==> config.mk <==
export PLATFORM = sky130hd
export DESIGN_NAME = spbw_ctrl
export DESIGN_NICKNAME = d
export VERILOG_FILES = /design/src/spbw_pkg.sv /design/src/spbw_ctrl.sv
export SDC_FILE = /design/constraint.sdc
export NUM_CORES = 1
export LEC_CHECK = 0
export BUFFER_PORTS_ARGS = -buffer_cell sky130_fd_sc_hd__buf_2
export CAP_MARGIN = 0
export CORE_AREA = 4 4 41 43
export CTS_BUF_LIST = sky130_fd_sc_hd__clkbuf_2
export CTS_CLUSTER_SIZE = 10
export DETAILED_ROUTE_END_ITERATION = 8
export DIE_AREA = 0 0 45 47
export PLACE_DENSITY = 0.63
export SYNTH_ARGS = -nofsm -noshare
export SYNTH_HDL_FRONTEND = slang
export SYNTH_SLANG_ARGS = --single-unit
==> constraint.sdc <==
create_clock -name clock -period 3.5 [get_ports clock]
set_input_delay 0.175 -clock clock [delete_from_list [all_inputs] [get_ports clock]]
set_output_delay 0.175 -clock clock [all_outputs]
set_load 0.01 [all_outputs]
==> src/spbw_pkg.sv <==
`timescale 1ns / 1ps
package spbw_pkg;

   localparam int POS_W         = 32;
   localparam int LEN_W         = 31;
   localparam int YZ_W          = POS_W + 1;
   localparam int CSR_IDX_W     = 3;
   localparam int CSR_DATA_W    = 32;
   localparam int MAX_WRAPS_DEF = 4;
   localparam int FRAC_BITS_DEF = 16;

   localparam logic [CSR_IDX_W-1:0] REG_BOX_LEN_X    = 3'd0;
   localparam logic [CSR_IDX_W-1:0] REG_BOX_LEN_Y    = 3'd1;
   localparam logic [CSR_IDX_W-1:0] REG_BOX_LEN_Z    = 3'd2;
   localparam logic [CSR_IDX_W-1:0] REG_SHEAR_AXIS   = 3'd3;
   localparam logic [CSR_IDX_W-1:0] REG_SHEAR_OFFSET = 3'd4;
   localparam logic [CSR_IDX_W-1:0] REG_TWO_DIM_MODE = 3'd5;

   localparam logic [1:0] SHEAR_ON_Y = 2'd1;
   localparam logic [1:0] SHEAR_ON_Z = 2'd2;

   typedef enum logic [2:0] {
      ST_IDLE,
      ST_WRAP_X1,
      ST_WRAP_Y,
      ST_WRAP_Z,
      ST_WRAP_X2,
      ST_DONE
   } state_type;

   typedef enum logic [1:0] {
      AXIS_X,
      AXIS_Y,
      AXIS_Z
   } axis_type;

   typedef struct packed {
      logic     load;
      logic     step;
      axis_type axis;
      logic     set_flag;
      logic     push;
   } cmd_type;

   typedef struct packed {
      logic in_range;
      logic shifted;
      logic two_dim;
   } status_type;

endpackage

==> src/spbw_ctrl.sv <==
`timescale 1ns / 1ps
module spbw_ctrl #(
   parameter int MAX_WRAPS = spbw_pkg::MAX_WRAPS_DEF
) (
   input  logic                 clock,
   input  logic                 reset,
   input  logic                 req_valid,
   output logic                 req_ready,
   output logic                 rsp_valid,
   input  logic                 rsp_ready,
   output spbw_pkg::cmd_type    cmd,
   input  spbw_pkg::status_type status
);
   import spbw_pkg::*;

   localparam int CW = $clog2(MAX_WRAPS + 1);
   localparam logic [CW-1:0] CNT_LAST = CW'(MAX_WRAPS);

   state_type     state_ff, state_in;
   logic [CW-1:0] cnt_ff, cnt_in;
   logic          rsp_valid_ff, rsp_valid_in;
   logic          phase_end;

   always_ff @(posedge clock) begin
      if (reset) begin
         state_ff     <= ST_IDLE;
         cnt_ff       <= '0;
         rsp_valid_ff <= 1'b0;
      end else begin
         state_ff     <= state_in;
         cnt_ff       <= cnt_in;
         rsp_valid_ff <= rsp_valid_in;
      end
   end

   assign phase_end = status.in_range || (cnt_ff == CNT_LAST);

   always_comb begin
      state_in     = state_ff;
      cnt_in       = cnt_ff;
      rsp_valid_in = rsp_valid_ff && !rsp_ready;
      req_ready    = 1'b0;
      cmd          = '0;
      cmd.axis     = AXIS_X;
      case (state_ff)
         ST_IDLE: begin
            req_ready = 1'b1;
            if (req_valid) begin
               cmd.load = 1'b1;
               cnt_in   = '0;
               state_in = ST_WRAP_X1;
            end
         end
         ST_WRAP_X1, ST_WRAP_Y, ST_WRAP_Z, ST_WRAP_X2: begin
            case (state_ff)
               ST_WRAP_Y: cmd.axis = AXIS_Y;
               ST_WRAP_Z: cmd.axis = AXIS_Z;
               default:   cmd.axis = AXIS_X;
            endcase
            if (phase_end) begin
               cmd.set_flag = !status.in_range;
               cnt_in       = '0;
               case (state_ff)
                  ST_WRAP_X1: state_in = ST_WRAP_Y;
                  ST_WRAP_Y: begin
                     if (!status.two_dim)    state_in = ST_WRAP_Z;
                     else if (status.shifted) state_in = ST_WRAP_X2;
                     else                     state_in = ST_DONE;
                  end
                  ST_WRAP_Z: state_in = status.shifted ? ST_WRAP_X2 : ST_DONE;
                  default:   state_in = ST_DONE;
               endcase
            end else begin
               cmd.step = 1'b1;
               cnt_in   = cnt_ff + 1'b1;
            end
         end
         ST_DONE: begin
            if (!rsp_valid_ff || rsp_ready) begin
               cmd.push     = 1'b1;
               rsp_valid_in = 1'b1;
               state_in     = ST_IDLE;
            end
         end
         default: state_in = ST_IDLE;
      endcase
   end

   assign rsp_valid = rsp_valid_ff;

endmodule

; Word level (Yosys, flattened, before mapping)
; Cells that the tools add are included.
[word_totals]
ff_bits = 7
[op_classes]
n_addsub = 1
n_eq_ne = 9
muxes = 21
reduce_logical = 11
[ops]
columns = op, n
row1 = two-way mux 3 bit, 6
row2 = one-hot mux 3 bit (3 select lines), 2
row3 = two-way mux 1 bit, 10
row4 = "equality test 3 bit, second input constant", 3
row5 = "equality test 3 x 2 -> 1 bit, second input constant", 2
row6 = "!= test 2 bit, second input constant", 3
row7 = one-hot mux 3 bit (2 select lines), 1
row8 = two-way mux 4 bit, 1
row9 = one-hot mux 2 bit (2 select lines), 1
row10 = OR reduction 4 bit, 1
row11 = "adder 3 x 1 -> 3 bit, second input constant", 1
row12 = "equality test 3 x 1 -> 1 bit, second input constant", 1
row13 = zero test 1 bit, 3
row14 = zero test 3 bit, 1
row15 = AND reduction 3 bit, 1
row16 = logical OR 1 bit, 2
row17 = AND reduction 2 bit, 1
row18 = nonzero test 2 bit, 1
row19 = logical AND 1 bit, 1

; Logic depth before layout (Yosys ltp)
; Gate-level depths: netlist of run 1.
[depth]
depth_word = 5
depth_mapped = 6

; Worst setup path after synthesis of run 1
; OpenSTA, ideal clock, no wires.
[synth_path]
kind = register -> register
startpoint = register state_ff[1]
endpoint = register state_ff[1]
setup_ps = 79
arrival_time_ps = 1527
setup_slack_ps = 1894
stages_incl_launch_ff = 7
period_less_slack_ps = 1606
path_cell_list = dfxtp_1 -> buf_6 -> or3_4 -> inv_4 -> a2111oi_4 -> or3_1 -> a211oi_2
[synth_via]
elab_chain_len = 4
[synth_lines]
columns = item, line_no
row1 = from (decl), spbw_ctrl.sv:19  ; state_type state_ff, state_in;
row2 = from (signal assigned), spbw_ctrl.sv:30  ; state_ff <= state_in;
row3 = "equality test 3 x 2 -> 1 bit, or another cell as far along", "spbw_ctrl.sv:45, spbw_ctrl.sv:63"
row4 = one-hot mux 3 bit (3 select lines) or OR reduction 4 bit (tied branches), "spbw_ctrl.sv:63, spbw_ctrl.sv:45"
row5 = two-way mux 3 bit or != test 2 bit (tied branches), -
row6 = one-hot mux 3 bit (3 select lines) or AND reduction 3 bit (tied branches), -
; Several ways; a longest one is shown, not always the timed one. The select of a mux whose other input is x is not followed.
; A chain may end at the register's enable or synchronous reset.

==> results.json, run 1 <==
{
  "status": "completed",
  "grt_antenna_before_repair": 0,
  "path_max_fanout": 13,
  "grt_start_max_net_pins": 14,
  "start_util": 0.362,
  "syn_area_per_cell_um2": 8.28,
  "peakVddDrop_uv": 383,
  "antenna_cells": 0,
  "power.total_uw": 407,
  "vias": 453,
  "rows": 13,
  "clockBufferDepth": 2,
  "path_class": "reg2out",
  "hold_buffers": 0,
  "relSlewSlack": 0.661,
  "area_delta_synth_final_pct": 19.9,
  "io_pins": 15,
  "cts_tree": "yes",
  "final_nets": 83,
  "fillers": 141,
  "grt_use_total": 0.116,
  "rsz0062_at_grt": "false",
  "synth_fp_nets": 66,
  "synth_edf_count": 0,
  "ys.flop_type": "dfxtp_1",
  "synth_seq_area_share": 0.297,
  "cp.required_ns": 3.32,
  "fp.dieArea_um2": 2120,
  "grt_pass1_vias": 393,
  "clk_pin_slew_ns": 0.08,
  "ys_ff_latch": 7,
  "netlist.area_leader.share": 0.297,
  "regToRegSetupSlack_ns": 1.74,
  "synthCells": 57,
  "cts_setup_buffers": 0,
  "wire_per_inst_um": 11.4,
  "min_period_over_period": 0.568,
  "hold_violations": 0,
  "worst_clock_skew_ns": 0.00220,
  "worst_setup_path_end_kind": "output port",
  "syn_area_um2": 472,
  "worstMarginPinSlew_ns": 0.509,
  "hp-class": "in2reg",
  "hpwl_um": 799,
  "first_pass_iters": 4,
  "ctsResizeCount": 0,
  "ys_types": 30,
  "grt_overflow": 0,
  "synth.largest_area_cell": "dfxtp_1",
  "cts.sinks": 7,
  "leakage_nw": 0.237,
  "root_buffer": "clkbuf_2",
  "cts_buffers": 3,
  "routed_wl_um": 1000,
  "ys_top_cells_by_area": "dfxtp_1, a2111oi_4, a21oi_1",
  "fmax_ghz": 0.503,
  "drt_iter0_markers": 11,
  "htreeDepth": 1,
  "power.density_nw_per_um2": 720,
  "clock_latency_ns": 0.24,
  "drv_cap": 0,
  "die_w_um": 45,
  "slew_viol_final": 0,
  "viasPerCell": 5.15,
  "fin_crit_ns": 1.99,
  "die_h_um": 47,
  "holdWs_ns": 0.198,
  "io_buffers": 14,
  "finalSetupTns_ns": 0,
  "grt_pass1_wl_um": 1720,
  "route.detailed.drc": 0,
  "place_congestion": 0.789,
  "ys_warn_count": 0,
  "synth.most_common_cell": "dfxtp_1",
  "core_area_um2": 1300,
  "crit_path_start_kind": "flip-flop",
  "setup_viol": 0,
  "layout-drive-gt1-share": 0.315,
  "synth_common_cells": "dfxtp_1, nor2_1, a21oi_1",
  "arrival_ns": 1.81,
  "async_flop_share": 0,
  "antenna_left": 0
}
[registers in the layout, indices dropped and copies added (netlist names)]
name	count
cnt_ff	3
state_ff	3
rsp_valid	1
[power by group]
group	internal, mW	total (mW)	switching [mW]
Sequential	0.100	0.136	0.0359
Clock	0.0259	0.0585	0.0326
Combinational	0.0966	0.213	0.116
[cell usage in the layout (no fill, tap or decap), types with 2 or more instances in the layout]
cell type  count
a21oi_1        5
dfxtp_1        7
nand2_1        2
inv_1          4
or3_1          2
nor3_1         4
clkbuf_2       3
nor2_1         6
a211oi_1       2
ha_1           2
nor2b_1        2
and3_1         2
buf_2         14
[worst paths after layout]
kind / from / endpoint / cells past startpoint
worst max-delay path: state_ff[0] / cmd[4] / 4
worst min-delay path: reset / rsp_valid / 2
worst max register to register: state_ff[0] / state_ff[0] / 5
worst min register to register: rsp_valid / rsp_valid / 2
[cells by family after synthesis]
kind of cell,synth area share
compound gates,0.279
buf+inv,0.0769
fa+ha+maj,0.0530
flops,0.297
simple gates,0.294
[through the flow]
stage | instance area (um^2) | utilization | setup slack, ns | cells
floorplan | 472 | - | 1.89 | 57
global route | 566 | 0.435 | 1.33 | 88
CTS | 566 | 0.435 | 1.49 | 88
global placement | 546 | 0.419 | 1.83 | 84
finish | 566 | 0.435 | 1.51 | 88
detailed placement | 546 | 0.419 | 1.75 | 84
[per-layer routing]
layer / vias to the layer above / wire length, um / track usage
met4: 0 / 0 / 0.0409
met1: 205 / 443 / 0.138
met2: 7 / 500 / 0.169
li1: 241 / - / -
met5: - / 0 / 0
met3: 0 / 57 / 0.0728
[worst max-delay path, cell delays in order, from the launching register on]
cell and delay, ns:
dfxtp_1 0.55, or3_4 0.23, inv_4 0.04, a2111oi_4 0.52, buf_2 0.23
[area by class of cell]
cell class	instances	area, um^2	share of cell area
Multi-Input combinational cell	43	295	0.522
Sequential cell	7	140	0.248
Timing Repair Buffer	14	70.1	0.124
Inverter	5	21.3	0.0376
Tap cell	15	18.8	0.0332
Clock buffer	3	15.0	0.0265
Clock inverter	1	5.00	0.00885
(Power assumes the default switching activity.)
==> inputs of run 2 (changes only) <==
PLACE_DENSITY = 0.65   (was 0.63)
clock period = 1.7 ns   (was 3.5 ns; I/O delays follow)
==> results.json, run 2 (synthesis results as in run 1) <==
{
  "antenna_cells": 0,
  "cp_slowest_cell": "or3_4",
  "io_pins": 15,
  "drv_cap": 0,
  "path_buf_inv": 2,
  "hold_buffers": 0,
  "final_common_cell": "buf_2",
  "rr_worst_depth": 6,
  "antenna_left": 0,
  "cpPeakStageDelay_ns": 0.38,
  "cts.sinks": 7,
  "grt_start_max_net_pins": 11,
  "regToRegSetupSlack_ns": 0.05,
  "start_util": 0.362,
  "worstPathCellList": "or3_4 > inv_4 > a2111oi_4 > buf_4 > or3_4 > a211oi_2",
  "combinationalPowerShare": 0.595,
  "worst_slack_ns": 0.0462,
  "area_delta_synth_final_pct": 32.9,
  "worst_setup_path_end_kind": "flip-flop",
  "relSlewSlack": 0.765,
  "wl_met2_um": 566,
  "utilization": 0.482,
  "cts_tree": "yes",
  "m1WireLength_um": 479,
  "grt_pass1_wl_um": 1810,
  "stdcell_count": 94,
  "worst_clock_skew_ns": 0.00784,
  "fillers": 144,
  "routed_wl_um": 1120,
  "final_nets": 89,
  "reg2reg_from": "state_ff[1]",
  "hold_violations": 0,
  "root_buffer": "clkbuf_2",
  "setup_viol": 0,
  "place_congestion": 0.839,
  "crit_start": "state_ff[1]",
  "critPathMostFrequentCell": "or3_4",
  "post-place-ws_ns": 0.0910,
  "fmax_ghz": 0.605,
  "clockBufferDepth": 2,
  "layout_common_cells": "buf_2, nor2_1, buf_4",
  "leakage_nw": 0.272,
  "worstMarginPinSlew_ns": 0.352,
  "rows": 13,
  "crit_path_start_kind": "flip-flop",
  "power_frac_clock": 0.126,
  "hpwl_um": 848,
  "grt_overflow": 0,
  "rsz0062_at_grt": "true",
  "path_max_fanout": 7,
  "cp.required_ns": 1.84,
  "critical_path_depth": 6,
  "path_class": "reg2reg",
  "die_h_um": 47,
  "crit_path_end": "state_ff[1]",
  "grt_antenna_before_repair": 0,
  "wl_met3_um": 64,
  "fin_crit_ns": 1.65,
  "p_int_uw": 557,
  "crit_family": "simple AND/OR/NAND/NOR gates",
  "dr.max_layer_used": "met4",
  "arrival_ns": 1.80,
  "status": "completed",
  "reg2reg_to": "state_ff[1]",
  "clock_latency_ns": 0.23,
  "fp.dieArea_um2": 2120,
  "grt_use_total": 0.121,
  "first_pass_iters": 4,
  "regArea_um2": 150,
  "io_buffers": 14,
  "grt_pass1_vias": 429,
  "power.switching_uw": 403,
  "die_w_um": 45,
  "multiInputGateArea_um2": 302,
  "htreeDepth": 1,
  "place_inst": 86,
  "core_area_um2": 1300,
  "viasPerCell": 5.07,
  "sw_frac_of_total": 0.420,
  "wire_per_inst_um": 11.9,
  "min_period_over_period": 0.973,
  "peakVddDrop_uv": 758,
  "vias": 477,
  "route.detailed.drc": 0,
  "cts_buffers": 3,
  "p_seq_frac": 0.278,
  "drt_iter0_markers": 6,
  "hp-class": "in2reg",
  "power.density_nw_per_um2": 1530,
  "power.total_uw": 960,
  "clk_pin_slew_ns": 0.07,
  "slew_viol_final": 0,
  "layout-drive-gt1-share": 0.430
}
==> run 2: cell count changes in the layout (fill, tap and decap cells not counted), sizes merged <==
cell / delta
clkinv: -1
clkbuf: +1
buf: +6
==> run 2: power by group through the flow <==
stage          Clock (mW)  Sequential (mW)  Combinational [mW]
6_report            0.121            0.267               0.572
5_1_grt             0.140            0.279               0.626
4_1_cts             0.129            0.259               0.513
3_5_place_dp            0            0.259               0.490
3_3_place_gp            0            0.258               0.490
2_1_floorplan           0            0.243               0.384
==> run 2: worst register-to-register path: stages, from the launching register on <==
cell and delay (ns):
dfxtp_4 0.36, or3_4 0.38, inv_4 0.09, a2111oi_4 0.05, buf_4 0.16, or3_4 0.36
a211oi_2 0.17
==> run 2: worst min path at each step <==
stage / cells after the start / from / slack, ns / end
after floorplan: 1 / reset / 0.15 / rsp_valid
after CTS: 2 / reset / 0.09 / rsp_valid
final: 2 / reset / 0.10 / rsp_valid
after detailed placement: 2 / reset / 0.35 / rsp_valid
after global placement: 2 / reset / 0.36 / rsp_valid
after global routing: 2 / reset / 0.08 / rsp_valid
==> run 2: timing repair <==
item,in CTS,in global routing
resized for setup,2,6
pin swaps,1,4
setup buffers,2,2
hold endpoints to repair,0,0
endpoints found under the setup margin,1,4
==> run 2: layer usage <==
metal,vias up,global-route usage
met4,0,0.0351
li1,252,-
met3,2,0.0728
met2,8,0.189
met5,-,0
met1,215,0.139
==> run 2: cell type report <==
type | instances | share of cell area
clock buffers | 4 | 0.0319
flip-flops and latches | 7 | 0.240
multi-input cells | 43 | 0.481
repair buffers | 20 | 0.184
well taps | 15 | 0.0299
inverters | 5 | 0.0339
==> run 2: per-stage QoR <==
stage / hold slack (ns) / area, um^2 / TNS, ns
4_1_cts: 0.0897 / 598 / -0.000554
5_1_grt: 0.0842 / 627 / -0.0340
2_1_floorplan: 0.154 / 472 / 0
3_5_place_dp: 0.352 / 561 / 0
3_3_place_gp: 0.357 / 561 / 0
6_report: 0.101 / 627 / 0
==> inputs of run 3 (changes only) <==
CAP_MARGIN = 20   (was 0)
PLACE_DENSITY = not set   (was 0.65)
==> results.json, run 3 (synthesis results as in run 1) <==
{
  "path_class": "reg2reg",
  "p_int_uw": 557,
  "cts.sinks": 7,
  "die_h_um": 47,
  "final_common_cell": "buf_2",
  "worst_clock_skew_ns": 0.00473,
  "die_w_um": 45,
  "min_period_over_period": 0.961,
  "post-place-ws_ns": 0.0676,
  "worst_slack_ns": 0.0671,
  "grt_pass1_wl_um": 1810,
  "layout-drive-gt1-share": 0.443,
  "hold_violations": 0,
  "rr_worst_depth": 6,
  "power.switching_uw": 406,
  "clockBufferDepth": 2,
  "p_seq_frac": 0.252,
  "grt_use_total": 0.120,
  "start_util": 0.362,
  "grt_overflow": 0,
  "regToRegSetupSlack_ns": 0.07,
  "crit_path_start_kind": "flip-flop",
  "worstMarginPinSlew_ns": 0.408,
  "worstHoldStart": "reset",
  "antenna_cells": 0,
  "final_nets": 89,
  "layout_common_cells": "buf_2, nor2_1, buf_4",
  "peakVddDrop_uv": 650,
  "slew_viol_final": 0,
  "fp.dieArea_um2": 2120,
  "hpwl_um": 881,
  "status": "completed",
  "grt_start_max_net_pins": 12,
  "reg2reg_to": "state_ff[1]",
  "crit_start": "state_ff[2]",
  "first_pass_iters": 4,
  "place_congestion": 0.813,
  "worst_setup_path_end_kind": "flip-flop",
  "rsz0062_at_grt": "false",
  "drv_cap": 0,
  "setup_viol": 0,
  "arrival_ns": 1.78,
  "rows": 13,
  "leakage_nw": 0.273,
  "crit_path_end": "state_ff[1]",
  "viasPerCell": 5.16,
  "sw_frac_of_total": 0.421,
  "fmax_ghz": 0.612,
  "grt_antenna_before_repair": 0,
  "cts_buffers": 3,
  "io_buffers": 14,
  "power.density_nw_per_um2": 1520,
  "grt_pass1_vias": 433,
  "relSlewSlack": 0.721,
  "finalSetupTns_ns": 0,
  "power_frac_clock": 0.126,
  "antenna_left": 0,
  "reg2reg_from": "state_ff[2]",
  "clock_latency_ns": 0.23,
  "wire_per_inst_um": 12.1,
  "place_inst": 89,
  "cts_tree": "yes",
  "stdcell_count": 94,
  "vias": 485,
  "root_buffer": "clkbuf_2",
  "fin_crit_ns": 1.63,
  "io_pins": 15,
  "route.detailed.drc": 0,
  "power.total_uw": 962,
  "core_area_um2": 1300,
  "htreeDepth": 1,
  "drt_iter0_markers": 10,
  "routed_wl_um": 1140,
  "cp.required_ns": 1.85,
  "path_max_fanout": 4,
  "combinationalPowerShare": 0.621,
  "clk_pin_slew_ns": 0.07,
  "hp-class": "in2reg",
  "area_delta_synth_final_pct": 34.2
}
-- run 3: final cells by class --
cell class,count,area (um^2)
Sequential cell,7,144
Inverter,5,21.3
Tap cell,15,18.8
Fill cell,144,668
Timing Repair Buffer,20,121
Clock buffer,4,20.0
Multi-Input combinational cell,43,308
-- run 3: through the flow --
stage	hold WS, ns	utilization	area [um^2]
finish	0.105	0.487	633
global route	0.0897	0.487	633
CTS	0.0938	0.469	611
detailed placement	0.352	0.448	583
global placement	0.353	0.448	583
floorplan	0.154	-	472
-- run 3: power by group through the flow --
| stage | Sequential (mW) | Combinational [mW] | Clock, mW |
|---|---|---|---|
| 6_report | 0.243 | 0.598 | 0.122 |
| 5_1_grt | 0.251 | 0.655 | 0.137 |
| 4_1_cts | 0.238 | 0.561 | 0.128 |
| 3_5_place_dp | 0.241 | 0.544 | 0 |
| 3_3_place_gp | 0.240 | 0.542 | 0 |
| 2_1_floorplan | 0.243 | 0.384 | 0 |
-- run 3: critical path: stages, from the launching register on --
cell and delay [ns]:
dfxtp_1 0.31, or3_4 0.41, inv_4 0.09, a2111oi_4 0.05
buf_4 0.16, or3_4 0.36, a211oi_2 0.17
-- run 3: what timing repair did --
item,4_1_cts,5_1_grt
setup buffers,1,0
cloned,0,0
gates resized for setup,0,7
endpoints found under the setup margin,1,3
hold buffers,0,0
pin swaps,1,2
-- run 3: worst min path at each step --
stage	endpoint	cells after the start
2_1_floorplan	rsp_valid	1
3_3_place_gp	rsp_valid	2
3_5_place_dp	rsp_valid	2
4_1_cts	rsp_valid	2
5_1_grt	rsp_valid	2
6_report	rsp_valid	2
-- run 3: routing by layer --
metal / up-vias / GRT usage / routed length (um)
met4: 0 / 0.0526 / 10
met1: 221 / 0.155 / 527
li1: 250 / - / -
met5: - / 0 / 0
met3: 2 / 0.0460 / 51
met2: 12 / 0.178 / 548
