$ cat config.mk
export PLATFORM = sky130hd
export DESIGN_NAME = spbw_dp
export DESIGN_NICKNAME = d
export VERILOG_FILES = /design/src/spbw_pkg.sv /design/src/spbw_dp.sv
export SDC_FILE = /design/constraint.sdc
export NUM_CORES = 1
export LEC_CHECK = 0
export BUFFER_PORTS_ARGS = -buffer_cell sky130_fd_sc_hd__buf_2
export CAP_MARGIN = 5
export CORE_MARGIN = 1
export CORE_UTILIZATION = 31
export DETAILED_ROUTE_END_ITERATION = 8
export PLACE_DENSITY = 0.58
export SETUP_SLACK_MARGIN = 0.15
export SYNTH_ARGS = -nofsm -noshare
export SYNTH_HDL_FRONTEND = slang
export SYNTH_SLANG_ARGS = --single-unit
$ cat constraint.sdc
create_clock -name clock -period 6.3 [get_ports clock]
set_input_delay 0.63 -clock clock [delete_from_list [all_inputs] [get_ports clock]]
set_output_delay 0.63 -clock clock [all_outputs]
set_load 0.01 [all_outputs]
$ cat src/spbw_pkg.sv
`timescale 1ns / 1ps
package spbw_pkg;

   localparam int POS_W         = 32;
   localparam int LEN_W         = 31;
   localparam int YZ_W          = POS_W + 1;
   localparam int CSR_IDX_W     = 3;
   localparam int CSR_DATA_W    = 32;
   localparam int MAX_WRAPS_DEF = 4;
   localparam int FRAC_BITS_DEF = 16;

   localparam logic [CSR_IDX_W-1:0] REG_BOX_LEN_X    = 3'd0;
   localparam logic [CSR_IDX_W-1:0] REG_BOX_LEN_Y    = 3'd1;
   localparam logic [CSR_IDX_W-1:0] REG_BOX_LEN_Z    = 3'd2;
   localparam logic [CSR_IDX_W-1:0] REG_SHEAR_AXIS   = 3'd3;
   localparam logic [CSR_IDX_W-1:0] REG_SHEAR_OFFSET = 3'd4;
   localparam logic [CSR_IDX_W-1:0] REG_TWO_DIM_MODE = 3'd5;

   localparam logic [1:0] SHEAR_ON_Y = 2'd1;
   localparam logic [1:0] SHEAR_ON_Z = 2'd2;

   typedef enum logic [2:0] {
      ST_IDLE,
      ST_WRAP_X1,
      ST_WRAP_Y,
      ST_WRAP_Z,
      ST_WRAP_X2,
      ST_DONE
   } state_type;

   typedef enum logic [1:0] {
      AXIS_X,
      AXIS_Y,
      AXIS_Z
   } axis_type;

   typedef struct packed {
      logic     load;
      logic     step;
      axis_type axis;
      logic     set_flag;
      logic     push;
   } cmd_type;

   typedef struct packed {
      logic in_range;
      logic shifted;
      logic two_dim;
   } status_type;

endpackage

$ cat src/spbw_dp.sv
`timescale 1ns / 1ps
module spbw_dp #(
   parameter int MAX_WRAPS = spbw_pkg::MAX_WRAPS_DEF,
   parameter int FRAC_BITS = spbw_pkg::FRAC_BITS_DEF
) (
   input  logic                                  clock,
   input  logic                                  reset,
   input  logic                                  csr_wr_en,
   input  logic [spbw_pkg::CSR_IDX_W-1:0]        csr_index,
   input  logic [spbw_pkg::CSR_DATA_W-1:0]       csr_wdata,
   input  logic signed [spbw_pkg::POS_W-1:0]     pos_x,
   input  logic signed [spbw_pkg::POS_W-1:0]     pos_y,
   input  logic signed [spbw_pkg::POS_W-1:0]     pos_z,
   input  logic                                  last_particle,
   input  spbw_pkg::cmd_type                     cmd,
   output spbw_pkg::status_type                  status,
   output logic signed [spbw_pkg::POS_W-1:0]     wrapped_x,
   output logic signed [spbw_pkg::POS_W-1:0]     wrapped_y,
   output logic signed [spbw_pkg::POS_W-1:0]     wrapped_z,
   output logic                                  out_of_reach,
   output logic                                  last_out
);
   import spbw_pkg::*;

   // x holds the first wrap plus up to MAX_WRAPS shear offsets
   localparam int CW = $clog2(MAX_WRAPS + 1);
   localparam int XW = POS_W + 1 + CW;
   localparam logic [LEN_W-1:0] BOX_RESET = LEN_W'(1) << FRAC_BITS;
   localparam logic signed [POS_W-1:0] POS_MAX = {1'b0, {(POS_W-1){1'b1}}};
   localparam logic signed [POS_W-1:0] POS_MIN = {1'b1, {(POS_W-1){1'b0}}};

   logic [LEN_W-1:0]        len_x_ff, len_y_ff, len_z_ff;
   logic [1:0]              shear_axis_ff;
   logic signed [POS_W-1:0] shear_off_ff;
   logic                    two_dim_ff;

   logic signed [XW-1:0]    x_ff;
   logic signed [YZ_W-1:0]  y_ff, z_ff;
   logic                    flag_ff, shifted_ff, last_ff;

   logic signed [POS_W-1:0] wx_ff, wy_ff, wz_ff;
   logic                    reach_ff, lastout_ff;

   logic signed [XW-1:0]    val_sel, len_sel, off_ext;
   logic                    shear_y, shear_z, neg_sel;
   logic signed [POS_W-1:0] x_sat;

   // configuration registers
   always_ff @(posedge clock) begin
      if (reset) begin
         len_x_ff      <= BOX_RESET;
         len_y_ff      <= BOX_RESET;
         len_z_ff      <= BOX_RESET;
         shear_axis_ff <= '0;
         shear_off_ff  <= '0;
         two_dim_ff    <= 1'b0;
      end else if (csr_wr_en) begin
         case (csr_index)
            REG_BOX_LEN_X:    len_x_ff      <= csr_wdata[LEN_W-1:0];
            REG_BOX_LEN_Y:    len_y_ff      <= csr_wdata[LEN_W-1:0];
            REG_BOX_LEN_Z:    len_z_ff      <= csr_wdata[LEN_W-1:0];
            REG_SHEAR_AXIS:   shear_axis_ff <= csr_wdata[1:0];
            REG_SHEAR_OFFSET: shear_off_ff  <= csr_wdata[POS_W-1:0];
            REG_TWO_DIM_MODE: two_dim_ff    <= csr_wdata[0];
            default: ;
         endcase
      end
   end

   assign shear_y = (shear_axis_ff == SHEAR_ON_Y);
   assign shear_z = (shear_axis_ff == SHEAR_ON_Z) && !two_dim_ff;
   assign off_ext = {{(XW-POS_W){shear_off_ff[POS_W-1]}}, shear_off_ff};

   always_comb begin
      case (cmd.axis)
         AXIS_Y: begin
            val_sel = {{(XW-YZ_W){y_ff[YZ_W-1]}}, y_ff};
            len_sel = {{(XW-LEN_W){1'b0}}, len_y_ff};
         end
         AXIS_Z: begin
            val_sel = {{(XW-YZ_W){z_ff[YZ_W-1]}}, z_ff};
            len_sel = {{(XW-LEN_W){1'b0}}, len_z_ff};
         end
         default: begin
            val_sel = x_ff;
            len_sel = {{(XW-LEN_W){1'b0}}, len_x_ff};
         end
      endcase
   end

   assign neg_sel         = val_sel[XW-1];
   assign status.in_range = !neg_sel && (val_sel < len_sel);
   assign status.shifted  = shifted_ff;
   assign status.two_dim  = two_dim_ff;

   // working registers: one wrap step per cycle on the selected axis while cmd.step is set
   always_ff @(posedge clock) begin
      if (cmd.load) begin
         x_ff       <= {{(XW-POS_W){pos_x[POS_W-1]}}, pos_x};
         y_ff       <= {pos_y[POS_W-1], pos_y};
         z_ff       <= {pos_z[POS_W-1], pos_z};
         flag_ff    <= 1'b0;
         shifted_ff <= 1'b0;
         last_ff    <= last_particle;
      end else begin
         if (cmd.set_flag) flag_ff <= 1'b1;
         if (cmd.step) begin
            case (cmd.axis)
               AXIS_Y: begin
                  y_ff <= neg_sel ? y_ff + YZ_W'(len_sel) : y_ff - YZ_W'(len_sel);
                  if (shear_y) begin
                     x_ff       <= neg_sel ? x_ff + off_ext : x_ff - off_ext;
                     shifted_ff <= 1'b1;
                  end
               end
               AXIS_Z: begin
                  z_ff <= neg_sel ? z_ff + YZ_W'(len_sel) : z_ff - YZ_W'(len_sel);
                  if (shear_z) begin
                     x_ff       <= neg_sel ? x_ff + off_ext : x_ff - off_ext;
                     shifted_ff <= 1'b1;
                  end
               end
               default: x_ff <= neg_sel ? x_ff + len_sel : x_ff - len_sel;
            endcase
         end
      end
   end

   // saturate x when the upper bits are not a sign extension
   always_comb begin
      if (x_ff[XW-1:POS_W-1] == '0 || x_ff[XW-1:POS_W-1] == '1) begin
         x_sat = x_ff[POS_W-1:0];
      end else begin
         x_sat = x_ff[XW-1] ? POS_MIN : POS_MAX;
      end
   end

   // output word register
   always_ff @(posedge clock) begin
      if (cmd.push) begin
         wx_ff      <= x_sat;
         wy_ff      <= y_ff[POS_W-1:0];
         wz_ff      <= z_ff[POS_W-1:0];
         reach_ff   <= flag_ff;
         lastout_ff <= last_ff;
      end
   end

   assign wrapped_x    = wx_ff;
   assign wrapped_y    = wy_ff;
   assign wrapped_z    = wz_ff;
   assign out_of_reach = reach_ff;
   assign last_out     = lastout_ff;

endmodule

# --- After elaboration in Yosys (flattened, before gate mapping) ---
# Cells that the tools add are included.
word_totals:
  reg_bits: 331
  output_inout_bits: 101
  romBits: 0
  input_bits: 141
  latch_bits: 0
  n_memories: 0
  elab_cells: 83
  mem_bits_rw: 0
classes:
  add_sub_neg: 8
  mux: 22
  mul: 0
  n_reduce_logical: 21
  magnitude_cmp: 1
  n_eq_ne: 14
  shifts: 0
  div: 0
  bitwise_logic: 0
ops:
  columns: ["operator", "n"]
  rows:
  - ["2-to-1 mux 33 bit", 8]
  - ["2-to-1 mux 36 bit", 6]
  - ["one-hot mux 36 bit (2 select lines)", 2]
  - ["adder 33 bit", 2]
  - ["subtractor 33 bit", 2]
  - ["2-to-1 mux 32 bit", 2]
  - ["one-hot mux 31 bit (2 select lines)", 1]
  - ["adder 36 x 32 -> 36 bit", 1]
  - ["adder 36 bit", 1]
  - ["< comparator 36 bit", 1]
  - ["subtractor 36 x 32 -> 36 bit", 1]
  - ["subtractor 36 bit", 1]
  - ["AND reduction 2 bit", 8]
  - ["nonzero test 2 bit", 4]
  - ["equality test 3 x 2 -> 1 bit, second input constant", 2]
  - ["equality test 3 bit, second input constant", 2]
  - ["inequality test 3 bit, second input constant", 2]
  - ["equality test 5 bit, second input constant", 1]
  - ["logical NOT 5 bit", 1]
  - ["equality test 2 x 1 -> 1 bit, second input constant", 2]
  - ["equality test 2 bit, second input constant", 2]
  - ["inequality test 2 bit, second input constant", 2]
  - ["AND reduction 4 bit", 1]
  - ["equality test 3 x 1 -> 1 bit, second input constant", 1]
  - ["other kinds (7)", 10]

# --- Longest topological paths before layout ---
# Gate-level depths: netlist of the first run.
logic_depth:
  depth_word: 7
  depth_mapped: 24

# --- Worst setup path after synthesis of the first run ---
# OpenSTA, ideal clock, no wires.
synth_path:
  path_kind: "input port to flip-flop"
  from: "in cmd[2] (netlist name)"
  to: "reg x_ff[23] (data pin)"
  setup_ns: 0.135
  stages: 22
  n_path_buf: 5
  arrival_ns: 5.642
  path_slack_ns: 0.523
  path_cell_list: "inv_1 > ha_1 > clkbuf_1 > buf_1 > clkbuf_1 > a221o_1 > buf_2 > nand2_1 > clkbuf_1 > o21ai_0 > nand2_1 > o21ai_0 > ha_1 > a211oi_2 > nor2_1 > a31o_1 > o41ai_4 > o221ai_2 > a21o_1 > a311o_1 > or4b_1 > nand3_1"
synth_via:
  elab_chain_len: 7
  elab_cells_between_ends: 13
synth_lines:
  columns: ["element", "line_no", "source"]
  rows:
  - ["start: declaration", "spbw_dp.sv:15", "input spbw_pkg::cmd_type cmd,"]
  - ["equality test 2 bit / equality test 2 x 1 -> 1 bit (equally long branches)", "spbw_dp.sv:75, spbw_dp.sv:108", null]
  - ["one-hot mux 31 bit (2 select lines) / one-hot mux 36 bit (2 select lines) (equally long branches)", "spbw_dp.sv:75", "case (cmd.axis)"]
  - ["subtractor 36 bit (tied with other cells)", "spbw_dp.sv:123", "default: x_ff <= neg_sel ? x_ff + len_sel : x_ff - len_sel;"]
  - ["2-to-1 mux 36 bit, on equally long branches", "spbw_dp.sv:123, spbw_dp.sv:111, spbw_dp.sv:118", null]
  - ["one-hot mux 36 bit (2 select lines) *", "spbw_dp.sv:108", "case (cmd.axis)"]
  - ["2-to-1 mux 36 bit *", "spbw_dp.sv:107", "if (cmd.step) begin"]
  - ["2-to-1 mux 36 bit *", "spbw_dp.sv:98", "if (cmd.load) begin"]
  - ["end signal: assignment", "spbw_dp.sv:99", "x_ff <= {{(XW-POS_W){pos_x[POS_W-1]}}, pos_x};"]
  - ["end signal: assignment", "spbw_dp.sv:112", "x_ff <= neg_sel ? x_ff + off_ext : x_ff - off_ext;"]
  - ["end signal: assignment", "spbw_dp.sv:123", null]
  - ["end: declaration", "spbw_dp.sv:37", "logic signed [XW-1:0] x_ff;"]
# Mark *: on every way between the ends. The rest lies on a longest branch, timed or not. The select of a mux whose other input is x is not followed.
# A chain may end at the register's enable or synchronous reset.

==> results of run 1 <==
## worst max-delay path, delay by kind of cell
kind                       cells  cell delay, ps
AOI/OAI and AO/OA             10            2510
and+or+nand+nor                1              50
adders and majority gates      2             800
buffers and inverters          6            1120
## cells in the final DEF (no fill, tap or decap), types with 43 or more instances in the layout
cell / synthesis / routed
buf_4: 2 / 61
a21oi_1: 241 / 240
edfxtp_1: 201 / 201
nand2_1: 462 / 462
dfxtp_1: 130 / 130
xor2_1: 55 / 55
xnor2_1: 82 / 82
a21o_1: 94 / 94
clkbuf_16: 0 / 43
ha_1: 133 / 131
o21ai_0: 212 / 211
buf_2: 7 / 238
nor2_1: 85 / 83
## cell type report
| cell class | count | area, µm² |
|---|---|---|
| Fill cell | 6585 | 40800 |
| Multi-Input combinational cell | 1781 | 11100 |
| Sequential cell | 331 | 8640 |
| Timing Repair Buffer | 301 | 1680 |
| Clock buffer | 50 | 1110 |
| Tap cell | 855 | 1070 |
| Inverter | 41 | 154 |
| Clock inverter | 17 | 146 |
| Antenna cell | 2 | 5.00 |
## per-layer routing
layer / vias to the layer above / part of all wire, % / global-route usage, %
li1: 8761 / - / -
met1: 8488 / 47 / 28.4
met2: 626 / 43 / 30.1
met3: 72 / 7.2 / 3.93
met4: 6 / 1.9 / 4.50
met5: - / 0.058 / 0
## worst max path at each step
stage	end	depth (start not counted)
finish	status[2]	19
global route	x_ff[32]$_DFFE_PP_	22
CTS	status[2]	19
detailed placement	x_ff[32]$_DFFE_PP_	22
global placement	x_ff[32]$_DFFE_PP_	21
floorplan	x_ff[23]$_DFFE_PP_	22
## through the flow
stage | total power, W | hold slack [ps]
2_1_floorplan | 0.00707 | 400
3_3_place_gp | 0.00871 | 401
3_5_place_dp | 0.00878 | 418
4_1_cts | 0.0111 | 208
5_1_grt | 0.0118 | 221
6_report | 0.0111 | 246
## registers in the layout, summed over array words and instances, names as in the netlist
signal	count
last_out	1
wrapped_y	32
wrapped_z	32
y_ff	33
shear_off_ff	32
len_y_ff	31
shifted_ff	1
wrapped_x	32
last_ff	1
out_of_reach	1
len_z_ff	31
len_x_ff	31
z_ff	33
shear_axis_ff	2
x_ff	36
flag_ff	1
two_dim_ff	1
## power by group through the flow
stage | registers, W | logic (W) | clock network, W
6_report | 0.00339 | 0.00544 | 0.00226
3_5_place_dp | 0.00343 | 0.00535 | 0
5_1_grt | 0.00344 | 0.00598 | 0.00238
2_1_floorplan | 0.00329 | 0.00378 | 0
4_1_cts | 0.00339 | 0.00537 | 0.00231
3_3_place_gp | 0.00343 | 0.00528 | 0
## Yosys cell counts (all sizes together) (6+ instances only)
cell | n | area [µm²]
nor3b | 14 | 105
nor2b | 20 | 125
nand2b | 13 | 81.3
xor2 | 55 | 482
nor4 | 10 | 92.6
nand4 | 14 | 103
xnor2 | 82 | 718
o21a | 8 | 60.1
o21ai | 227 | 1140
a21oi | 242 | 1210
and3 | 13 | 81.3
and4 | 6 | 53.8
a21o | 94 | 706
a22oi | 36 | 270
nand3 | 29 | 150
clkbuf | 100 | 375
mux2 | 10 | 113
a221o | 27 | 270
edfxtp | 201 | 6040
buf | 26 | 114
ha | 133 | 1660
inv | 41 | 154
o211ai | 9 | 67.6
o21bai | 10 | 75.1
o31ai | 16 | 120
nand2 | 462 | 1730
nor3 | 21 | 105
dfxtp | 130 | 2600
a211oi | 23 | 178
o311ai | 6 | 52.6
nor2 | 85 | 319
a31oi | 19 | 119
## cells by family (layout without fill, tap and decap cells)
logic type,count (synthesis),after routing
fa+ha+maj,136,136
simple gates,726,726
xor+xnor,137,137
buf+inv,167,409
flops,331,331
mux,15,15
compound gates,767,767
other cells,0,2
## timing repair
item	in CTS	in global routing
buffers inserted	0	0
gates resized for setup	0	1
setup endpoints to repair	0	1
hold buffers	0	0
==> impl.org, run 1 <==
** Status
- The flow ran to the end, and the final reports show no timing, DRC or antenna violations.

** Worst setup path
- Endpoint of the most critical register-to-register path :: x_ff[32]$_DFFE_PP_
- Cells along the critical path :: buf_2, inv_1, ha_2, buf_4, a22oi_1, o21ai_2, inv_1, ha_1, a21o_1, a21o_1, a21o_1, a21oi_1, nor2b_1, o21ai_0, a21oi_1, a2111oi_0, buf_4, o211a_1, buf_2
- The worst setup path is launched from an input port.
- Of all nets on the critical path, the largest fanout is 25.
- The most numerous cell type found on the critical path is a21o_1.
- At the worst endpoint, the arrival time is 5150 ps.
- The worst setup path is of the in2out kind.
- Slowest-stage cell, CP :: a2111oi_0
- Data required, critical path :: 5670 ps
- The largest single stage delay on the critical path is 630 ps.
- STA classifies the critical path endpoint as an output port.
- Tracing the worst setup path back leads to its startpoint at cmd[3].
- For the worst flop-to-flop path, the logic depth is 18.
- Startpoint of the lowest-slack register-to-register path :: len_z_ff[3]$_SDFFE_PP0P_
- R2R setup slack :: 930 ps

** Die
- In this run the vertical extent of the chip is 258 µm.
- For this configuration, the core starts out at a cell density of 31.5%.
- The core region is 64700 µm².
- Chip width :: 258 µm
- Die Outline Area :: 66800 µm²
- The initialized floorplan defines 93 standard-cell rows.
- Number of top-level design ports :: 242

** Clocking
- CTS root buffer :: clkbuf_16
- # H-tree levels :: 2
- Clock buffers created by TritonCTS :: 38
- Clock Sinks :: 331
- After clock tree synthesis, the clock-pin slew on the worst setup and hold paths is 60 ps.
- The later pin in the worst-skew pair is clocked with a latency of 570 ps.
- In this run the deepest clock path goes through 3 buffers.
- TritonCTS clock tree :: yes

** Power
- The analysis attributes to net switching a power of 0.00459 W.
- Leakage power :: 9.56 nW
- Across the VDD grid, the largest voltage drop is 0.147 mV.
- Net switching is 41.4% of the power.
- Cell internal power was estimated by the tool at 0.00650 W.
- Power density over the cells :: 463 nW/µm²
- The share of total power dissipated in the clock network is 20.3%.
- Combinational cells account for 49.1% of the total power.
- Sequential power share :: 30.6%

** Logic synthesis
- Post-synth EDFFs :: 201
- When the netlist entered floorplanning its net count stood at 2556.
- Combinational family with the most area after synthesis :: compound AO/OA/AOI/OAI gates
- The synthesized netlist devotes 23.2% of its cell area to compound gates.
- Sequential cells were found to cover 42.4% of the synthesized design area.
- After technology mapping, the gate count stands at 2279.
- Share of cell area taken by muxes after synthesis :: 0.798%
- The synthesized design contains 331 register bits.
- Of the total synthesized cell area, the portion taken by full adders, half adders and majority gates is 8.46%.
- For this run, the leading register cell type out of synthesis is edfxtp_1.
- Counting flops with an async set or reset pin after synthesis yields a share of 0%.
- Yosys mapped the design onto 81 distinct sky130hd cell types.
- Post-synth design cell area :: 20400 µm²
- Synthesis warning total :: 0
- Simple-gate share of the synthesized area :: 16.1%
- Post-Syn Area per Cell :: 8.94 µm²
- Post-synthesis xor/xnor area fraction :: 5.89%

** Global route
- Via count of the first global-routing pass :: 17100
- Sum of overflow across all layers after global routing :: 0
- The first global-routing pass estimated 102 mm of wire.
- The number of antenna violations at the first check in global routing is 6.
- Maximum number of pins on one net before global-route repair :: 180
- Overall track demand over capacity in global routing :: 19.7%

** Detailed routing
- Number of vias per cell :: 5.31
- Length of the first detailed-routing pass in iterations :: 7
- Number of remaining DRC errors :: 0
- Total number of vias :: 18000
- In this run the remaining antenna-violating nets after routing total 0.
- After detailed routing, the average wire length per cell comes to 20.0 µm.
- Drt first-iter violations :: 1326
- After detailed routing, the total wire length is 67.6 mm.

** Timing
- Highest clock frequency the design can meet :: 0.173 GHz
- The number of max-slew violations in the final report came to 0.
- The number of hold-slack violations in the final timing report was 0.
- Setup violations remaining at the end of the flow were counted as 0.
- Time the worst path needs with I/O delays and setup :: 5780 ps
- Setup Total Neg Slack :: 0 ps
- The worst path uses 91.7% of the clock period.
- For the pin with the worst max-slew slack, the measured transition is 1010 ps.
- Worst clock skew :: 22.2 ps
- Slack of the critical path :: 523 ps
- Headroom to the max-slew limit came out at 32.6%.
- Setup repair after global routing left no endpoint under its margin.

** Place
- At the placement stage, the worst setup path has a slack of 87.0 ps.
- Port buffering added 241 buffers.
- Routability-driven placement finished with a final weighted congestion of 0.951.
- Final HPWL from detailed placement :: 51.5 mm
- Number of cells in the design after placement :: 3309
- Cell area after placement :: 22700 µm²

** Min path
- Hold Crit Start :: last_particle
- Hold Path Stages :: 1
- The worst hold path terminates at last_ff$_DFFE_PP_.
- Hold Path Class :: in2reg

** Run
- The tool flagged a number of max-cap violations equal to 0.

** Cells and area
- Share of final-layout standard cells stronger than drive strength 1 :: 15.9%
- Synth-to-layout area growth :: 17.5%
- With fillers left out, the area of the finished cells amounts to 23900 µm².
- For this run, the share of the core covered by cells in the final layout is 37.0%.
- The finished layout holds 3378 standard cells, fillers aside.
- For this run, the post-layout net count is 2771.
Power figures use the tool's default switching activity.
==> inputs of run 2 (changes only) <==
--- a/config.mk
+++ b/config.mk
@@ -6,11 +6,11 @@
 export NUM_CORES = 1
 export LEC_CHECK = 0
 export BUFFER_PORTS_ARGS = -buffer_cell sky130_fd_sc_hd__buf_2
-export CAP_MARGIN = 5
+export CAP_MARGIN = 20
 export CORE_MARGIN = 1
 export CORE_UTILIZATION = 31
 export DETAILED_ROUTE_END_ITERATION = 8
-export PLACE_DENSITY = 0.58
+export PLACE_DENSITY = 0.56
 export SETUP_SLACK_MARGIN = 0.15
 export SYNTH_ARGS = -nofsm -noshare
 export SYNTH_HDL_FRONTEND = slang
==> run 2 against run 1 <==
Utilization grew 0.19 points. Sequential share of layout area shrank 0.18 points. Worst hold slack lost 13 ps. Combinational power grew 1%. Via count grew 0.55%. Clock power shrank 2%. Flip-flop and latch count is the same. Wire length grew 1.1%. First-iteration DRC count shrank 8.8%.
==> impl.org, run 2 (synthesis gave the netlist of run 1 again) <==
** Cells and area
- The share of layout cells above drive strength 1 is 16.6% (+0.75 points).
- The flip-flop count of the largest register after layout was 36 (unchanged).
- Number of standard cells in the final layout excluding fillers :: 3396 (+0.53%)
- The library cell used most frequently in the layout, excluding fill and tap cells, is nand2_1.
- Commonest non-fill, non-tap cells in the layout :: nand2_1, a21oi_1, buf_2
- The largest registers in the layout are x_ff: 36 flops, y_ff: 33 flops, z_ff: 33 flops.
- Number of nets at the end of the flow :: 2790 (+0.69%)
- Register ranked first by flip-flop count :: x_ff
- Summed area of non-filler cells in the final layout :: 24100 µm² (+0.51%)
- Synth-to-layout area growth :: 18.1%

** Power
- Power density over the cells :: 461 nW/µm² (-0.46%)
- The peak supply drop was 0.174 mV (+18%).
- The static power due to leakage is 9.65 nW (+0.99%).
- The post-layout total power was 0.0111 W (about the same).

** Place
- The number of placed instances, taps included was 3328 (+0.57%).
- The final weighted congestion in routability-driven placement is 0.958 (+0.77%).
- Cell area after placement :: 22800 µm² (+0.74%)
- Number of buffers inserted by port buffering :: 241 (unchanged)
- The placed wire-length estimate after detailed placement is 52.7 mm (+2.3%).

** Die
- The die area is 66800 µm² (unchanged).
- Chip width :: 258 µm (unchanged)
- The top-level port count came to 242 (unchanged).
- The total number of placement rows came to 93 (unchanged).
- The area of the placeable core came to 64700 µm² (unchanged).
- Starting utilization of the core area :: 31.5% (unchanged)
- Die outline height :: 258 µm (unchanged)

** Worst setup path
- Cells along the critical path :: buf_2, inv_1, ha_4, inv_1, o21ai_0, and3_1, nand3_1, o21ai_0, xor2_1, nand2_1, o21ai_0, ha_1, a21o_1, a211oi_1, a211oi_1, a21o_1, a311oi_1, o21ai_0, mux2i_1, o311ai_0
- Largest stage delay on the critical path :: 720 ps (+90 ps)
- The most numerous cell type found on the critical path is o21ai_0.
- Type of element capturing the critical path :: register
- The slowest stage of the critical path belongs to the cell a311oi_1.
- Data required, critical path :: 6580 ps (+910 ps)
- CP Class :: in2reg
- The data arrival time of the worst path is 5890 ps (+740 ps).
- The maximum fanout along the worst path was 29 (+16%).
- The worst setup path is launched from an input port.

** Clocking
- Number of buffers inserted by hold repair at cts :: 0 (unchanged)
- # H-tree levels :: 2 (unchanged)
- The total of cells resized after clock tree synthesis came to 0 (unchanged).
- Clock Sinks :: 331 (unchanged)
- The cell sitting at the root of the clock tree is a clkbuf_16.
- Post-CTS setup buffer count :: 0 (unchanged)
- The deepest clock path buffer count was 3 (unchanged).
- TritonCTS built the clock tree.
- Clk_lat worst skew :: 570 ps (about the same)
- Clock edge transition at the registers on the reported setup and hold paths :: 60 ps (about the same)
- Clock buffers created by TritonCTS :: 38 (unchanged)

** Detailed routing
- The number of search-and-repair iterations in the first detailed-routing pass came to 5 (-2).
- The violation count after the first detailed-route iteration is 1209 (-8.8%).
- The number of routed nets with antenna violations was 0 (unchanged).
- Number of vias per cell :: 5.32 (about the same)
- Total number of vias :: 18100 (+0.55%)
- Overall routed net length :: 68.3 mm (+1.1%)
- The final routed DRC violation total is 0 (unchanged).
- The average wire per cell in the routed design is 20.1 µm (+0.61%).

** Global route
- The combined global-route utilization of all metal layers is 19.9% (+0.16 points).
- Wire length of the first global-routing pass :: 103 mm (+0.30%)
- The number of antenna violations at the first check in global routing was 4 (-2).
- The pin count of the biggest net entering global routing came to 128 (-29%).
- The aggregate global routing overflow came to 0 (unchanged).
- Via count of the first global-routing pass :: 17000 (-0.40%)

** Timing
- Time the worst path needs with I/O delays and setup :: 5610 ps (-167 ps)
- Highest clock frequency the design can meet :: 0.178 GHz (+3.0%)
- Max transition margin :: 32.4% (-0.23 points)
- Worst clock skew :: 25.8 ps (+3.63 ps)
- The number of max-slew violations in the final report is 0 (unchanged).
- The slew at the pin with the worst max-slew slack is 1010 ps (+3.44 ps).
- Setup repair after global routing left no endpoint under its margin.
- The final total negative setup slack is 0 ps (unchanged).
- The number of setup violations in the final report was 0 (unchanged).
- Final hold violations :: 0 (unchanged)
- Fin crit share :: 89.0% (-2.7 points)

** Run
- Reported max-cap violation count :: 0 (unchanged)

** Min path
- Hold Path Class :: in2reg

** Status
- Run status :: completed
run 2: cell count changes in the layout (fill, tap and decap cells not counted), sizes merged:
cell and delta:
buf +19, clkinvlp -2, clkinv -1, inv +3
diode -1
run 2: path summary, 6_finish.rpt:
check / to / cells past startpoint / slack, ps / from
max: x_ff[32]$_DFFE_PP_ / 20 / 690 / cmd[2]
min: last_ff$_DFFE_PP_ / 1 / 230 / last_particle
max reg2reg: x_ff[32]$_DFFE_PP_ / 17 / 930 / shear_off_ff[2]$_SDFFE_PP0P_
min reg2reg: last_out$_DFFE_PP_ / 0 / 420 / last_ff$_DFFE_PP_
run 2: routing by layer:
layer  vias up  GRT usage [%]  wire length [µm]
met5         -              0                51
met4         8           3.93              1120
met3        78           3.10              4050
met2       561           30.4             29600
met1      8611           29.4             33500
li1       8793              -                 -
run 2: per-stage QoR:
stage / setup WS [ps] / util, % / hold WS, ps
floorplan: 523 / - / 400
global placement: 336 / 35.3 / 402
detailed placement: 243 / 35.3 / 408
CTS: 817 / 37.2 / 199
global route: 257 / 37.2 / 213
finish: 690 / 37.2 / 233
run 2: critical path, delay by kind of cell:
family / cells / cell delay (ps)
AOI/OAI and AO/OA: 10 / 2820
xor gates and xnor gates: 1 / 410
adders and majority gates: 2 / 780
buffers and inverters: 3 / 350
muxes: 1 / 190
and+or+nand+nor: 3 / 670
run 2: final cells by class:
cell class / instances / area [µm²]
well taps: 855 / 1070
flip-flops and latches: 331 / 8640
fillers: 6653 / 40600
inverters: 41 / 154
multi-input cells: 1781 / 11100
repair buffers: 320 / 1850
diodes: 1 / 2.50
clock inverters: 17 / 161
clock buffers: 50 / 1060
run 2: power by group:
| group | leakage (nW) | switching, W | total (W) | internal [W] |
|---|---|---|---|---|
| logic | 6.00 | 0.00325 | 0.00551 | 0.00226 |
| clock network | 0.603 | 0.000933 | 0.00221 | 0.00127 |
| registers | 3.05 | 0.000417 | 0.00338 | 0.00296 |
| total | 9.65 | 0.00460 | 0.0111 | 0.00650 |
